File: src/hw/rtl/ccw_pkg.sv
// Shared constants for the coin change way counter.
// No dependencies; used by ccw_mod_add and the top level in hw/rtl.
package ccw_pkg;

    localparam int unsigned WAY_W          = 30;
    localparam int unsigned COIN_W         = 10;
    localparam int unsigned CFG_W          = 10;
    localparam int unsigned S_TDATA_W      = 16;
    localparam int unsigned M_TDATA_W      = 32;
    localparam int unsigned MAX_AMOUNT_DEF = 1023;

    localparam logic [WAY_W-1:0] WAY_MOD = WAY_W'(1000000007);

endpackage

File: src/hw/rtl/ccw_mod_add.sv
// Shared modular adder: (a + b) mod WAY_MOD for operands already below the modulus.
// Depends on ccw_pkg.
module ccw_mod_add (
    input  logic [ccw_pkg::WAY_W-1:0] a,
    input  logic [ccw_pkg::WAY_W-1:0] b,
    output logic [ccw_pkg::WAY_W-1:0] sum
);

    logic [ccw_pkg::WAY_W:0] raw;
    logic [ccw_pkg::WAY_W:0] red;

    always_comb begin
        raw = {1'b0, a} + {1'b0, b};
        red = raw - {1'b0, ccw_pkg::WAY_MOD};
        if (raw >= {1'b0, ccw_pkg::WAY_MOD}) begin
            sum = red[ccw_pkg::WAY_W-1:0];
        end else begin
            sum = raw[ccw_pkg::WAY_W-1:0];
        end
    end

endmodule

File: config.mk
export PLATFORM = sky130hd
export DESIGN_NAME = ccw_mod_add
export DESIGN_NICKNAME = d
export VERILOG_FILES = /design/src/hw/rtl/ccw_pkg.sv /design/src/hw/rtl/ccw_mod_add.sv
export SDC_FILE = /design/constraint.sdc
export NUM_CORES = 1
export LEC_CHECK = 0
export BUFFER_PORTS_ARGS = -buffer_cell sky130_fd_sc_hd__buf_2
export CAP_MARGIN = 20
export CORE_MARGIN = 5
export CORE_UTILIZATION = 51
export DETAILED_ROUTE_END_ITERATION = 7
export PLACE_DENSITY = 0.8
export SLEW_MARGIN = 25
export SYNTH_ARGS = -nofsm -noshare
export SYNTH_HDL_FRONTEND = slang
export SYNTH_SLANG_ARGS = --single-unit
File: constraint.sdc
create_clock -name vclk -period 14.5
set_clock_uncertainty 0.2 [all_clocks]
set_input_delay 2.9 -clock vclk [all_inputs]
set_output_delay 2.9 -clock vclk [all_outputs]
set_load 0.02 [all_outputs]
After elaboration in Yosys (flattened, before gate mapping)
Cells that the tools add are included.
{"block": "word_totals", "regBits": 0, "inputBits": 60, "out_inout_bits": 30, "wordCells": 4}
{"block": "op_classes", "add_sub_neg": 2, "n_lt_le_gt_ge": 1, "mux": 1}
{"cell": "adder 30 x 30 -> 31 bit", "n": 1}
{"cell": ">= comparator 31 x 30 -> 1 bit, second input constant", "n": 1}
{"cell": "2-to-1 mux 30 bit", "n": 1}
{"cell": "subtractor 30 bit, second input constant", "n": 1}

Depth between registers and ports, before layout
{"block": "logic_depth", "word_depth": 3, "ltp_mapped": 15, "mapped_depth_nobuf": 14}

Worst setup path before layout
OpenSTA, ideal clock, no wires.
{"block": "synth_timing", "path_kind": "input to output", "start": "input a[0] (netlist bit)", "end": "output sum[2] (netlist bit)", "arrival_ns": 6.190, "required_time_ns": 11.400, "slack_ns": 5.210, "cell_stages": 14, "n_path_buf": 1, "cell_sequence": "ha_1 -> inv_1 -> fa_1 -> nand2b_2 -> a211oi_2 -> o21ai_0 -> a2111oi_4 -> nor3_1 -> or3_1 -> o311ai_2 -> o211ai_2 -> buf_2 -> nor2_1 -> xor2_1"}
{"block": "synth_via", "elab_chain_len": 3, "elab_cells_between_ends": 4, "classes_between": "2 x add/sub; 1 x order compare; 1 x mux"}
{"item": "from (decl)", "line_no": "ccw_mod_add.sv:4", "rtl": "input logic [ccw_pkg::WAY_W-1:0] a,"}
{"item": "adder 30 x 30 -> 31 bit (*)", "line_no": "ccw_mod_add.sv:13", "rtl": "raw = {1'b0, a} + {1'b0, b};"}
{"item": "subtractor 30 bit / >= comparator 31 x 30 -> 1 bit (equally long branches)", "line_no": "ccw_mod_add.sv:14, ccw_mod_add.sv:15"}
{"item": "2-to-1 mux 30 bit (*)", "line_no": "ccw_mod_add.sv:15", "rtl": "if (raw >= {1'b0, ccw_pkg::WAY_MOD}) begin"}
{"item": "to (decl)", "line_no": "ccw_mod_add.sv:6", "rtl": "output logic [ccw_pkg::WAY_W-1:0] sum"}
Every way passes the cells marked *; elsewhere a longest branch is shown, timed or not.

Worst setup path in the final report
{"block": "layout_timing", "start": "input a[0] (netlist bit)", "end": "output sum[22] (netlist bit)"}
Same word-level chain as after synthesis.

==> impl_metrics.toml <==
[outcome]
status = "finished clean"

[detailed_routing]
drc = 0
first_pass_iters = 5
vias = 3262
first_iter_violations = 172
routed_via_density = 5.94
postRouteAntennaNets = 0
wl_per_cell_um = 14.3
wl_um = 7870

[global_route]
grt_pass1_wl_um = 13100
grt_max_degree = 28
grtUsageTotal_pct = 20.8
grt_antenna_before_repair = 0
gr-total-overflow = 0
grt_pass1_vias = 2985

[power]
clockPowerShare_pct = 0
power_density_mw_per_mm2 = 87.6
swShare_pct = 62.6
ir_drop_mv = 0.0624
power_switching_mw = 0.179
p_int_mw = 0.107
leakagePower_nw = 1.45
comb_power_share_pct = 100.0
seq_power_share_pct = 0
finalPower_mw = 0.286

[placed_design]
dp_hpwl_um = 6740
io_buffers = 90
gp_congestion = 0.905

[sta]
hold_viol_final = 0
post-route-min-period_ns = 10.17
post-route-period-util_pct = 70.1
report.final.setup_viol = 0
fmax_ghz = 0.0983
max_slew_margin_pct = 47.1
fin_setup_tns_ns = 0
rsz0062_at_grt = "false"
tightest_slew_ns = 0.789
drv_slew = 0

[synth]
syn_area_per_cell_sq_um = 6.92
synthCells = 405
ys_types = 67
seq_area_frac_synth_pct = 0
ys_warn_count = 0
syn_nets = 497
synth.cell_area_sq_mm = 0.00280

[layout]
area_growth_pct = 16.6
nClkBuffers = 0
seq_cell_count = 0
finalNetCount = 571
n_antenna_cell = 0
regArea_sq_um = 0
drive_above_1_share_pct = 24.3

[floorplanning]
num_rows = 27
initial_core_util_pct = 51.8
io_pins = 90
core_area_sq_mm = 0.00541
die_area_sq_mm = 0.00708
die_h_um = 84.1
die_w_um = 84.1

[setup_path]
path_class = "in2out"
critPathLaunchType = "input port"
worstPathRequired_ns = 11.40
cp_data_arrival_time_ns = 7.07
cp_max_fo = 27
end_kind = "primary output"

[hold_path]
worstHoldEndpoint = "sum[0]"
hold_start = "b[0]"
min-delay-path-class = "in2out"
hold_depth = 4

[clocking]
postCtsSetupBuffers = 0
hold_buffers = 0
cts_resized = 0

[flow_run]
maxCapViolations = 0
==> cells by family after synthesis <==
group,share of synthesized area [%]
mux,1.16
buf+inv,4.78
xor+xnor,17.8
fa+ha+maj,14.6
compound gates,34.3
simple gates,27.4
==> layout make-up <==
cell class,count,area (sq um)
fillers,537,2140
repair buffers,90,450
inverters,13,48.8
well taps,72,90.1
multi-input cells,374,2680
==> worst max-delay path, stage by stage <==
cell,delay [ns]
buf_2,0.08
ha_1,0.17
inv_1,0.07
fa_1,0.44
nand2b_2,0.24
a211oi_2,0.47
o211a_1,0.26
nor4b_1,0.06
a211oi_1,0.49
a22oi_1,0.14
o311ai_1,0.38
o21bai_1,0.27
o211ai_4,0.33
a211oi_1,0.37
xnor2_1,0.18
buf_2,0.20
==> worst max path at each step <==
stage | slack (ns) | endpoint | startpoint | cells past startpoint
2_1_floorplan | 5.21 | sum[2] | a[0] | 14
4_1_cts | 4.38 | sum[28] | a[0] | 16
5_1_grt | 4.05 | sum[28] | a[0] | 16
6_report | 4.33 | sum[22] | a[0] | 16
3_5_place_dp | 4.38 | sum[28] | a[0] | 16
3_3_place_gp | 4.27 | sum[19] | a[0] | 16
==> cell usage after synthesis (3+ instances only) <==
| cell type | count | area (sq um) |
|---|---|---|
| a211oi_1 | 5 | 37.5 |
| a21o_1 | 12 | 90.1 |
| a21oi_1 | 45 | 225 |
| a311oi_1 | 3 | 26.3 |
| a31oi_1 | 3 | 18.8 |
| and2_1 | 3 | 18.8 |
| and3_1 | 8 | 50.1 |
| and4_1 | 4 | 35.0 |
| buf_2 | 8 | 40.0 |
| clkbuf_1 | 9 | 33.8 |
| ha_1 | 31 | 388 |
| inv_1 | 13 | 48.8 |
| nand2_1 | 38 | 143 |
| nand2b_1 | 7 | 43.8 |
| nand3_1 | 9 | 45.0 |
| nand4_1 | 7 | 43.8 |
| nor2_1 | 27 | 101 |
| nor2b_1 | 4 | 25.0 |
| nor3_1 | 12 | 60.1 |
| nor3_2 | 4 | 40.0 |
| o211ai_1 | 5 | 37.5 |
| o21a_1 | 6 | 45.0 |
| o21ai_0 | 20 | 100 |
| o21ai_1 | 5 | 25.0 |
| o21bai_1 | 4 | 30.0 |
| o31ai_1 | 4 | 30.0 |
| or3_1 | 4 | 25.0 |
| xnor2_1 | 42 | 368 |
| xor2_1 | 15 | 131 |
==> power by group through the flow <==
stage	clock network, mW	logic, mW	registers [mW]
after global placement	0	0.279	0
final	0	0.286	0
after CTS	0	0.285	0
after detailed placement	0	0.284	0
after global routing	0	0.311	0
after floorplan	0	0.210	0
==> routing by layer <==
metal	part of all wire [%]	track usage (%)
met2	46	35.8
met1	45	28.8
met3	7.7	1.78
met4	0.72	2.63
met5	0	0
==> cells in the final DEF, fill, tap and decap left out, types with 4 or more instances in the layout <==
| master | count |
|---|---|
| nand4_1 | 7 |
| buf_2 | 90 |
| o21a_1 | 6 |
| o211ai_1 | 5 |
| or3_1 | 4 |
| o21bai_1 | 4 |
| o21ai_1 | 5 |
| xnor2_1 | 42 |
| nor2b_1 | 4 |
| nor3_2 | 4 |
| nand2_1 | 38 |
| xor2_1 | 15 |
| inv_1 | 13 |
| nand3_1 | 9 |
| nor2_1 | 27 |
| a21o_1 | 12 |
| and4_1 | 4 |
| a21oi_1 | 45 |
| o21ai_0 | 20 |
| nand2b_1 | 7 |
| o31ai_1 | 4 |
| and3_1 | 8 |
| a211oi_1 | 5 |
| ha_1 | 31 |
| nor3_1 | 12 |
==> per-stage QoR <==
step | cell area (sq um) | instances | hold slack, ns | utilization [%] | setup WS [ns]
floorplan | 2800 | 405 | 5.91 | - | 5.21
global placement | 3260 | 549 | 6.08 | 60.3 | 4.27
detailed placement | 3270 | 549 | 6.07 | 60.4 | 4.38
CTS | 3270 | 549 | 6.07 | 60.4 | 4.38
global route | 3270 | 549 | 6.11 | 60.4 | 4.05
finish | 3270 | 549 | 6.07 | 60.4 | 4.33
No activity file was read; power rests on OpenSTA's default activity.
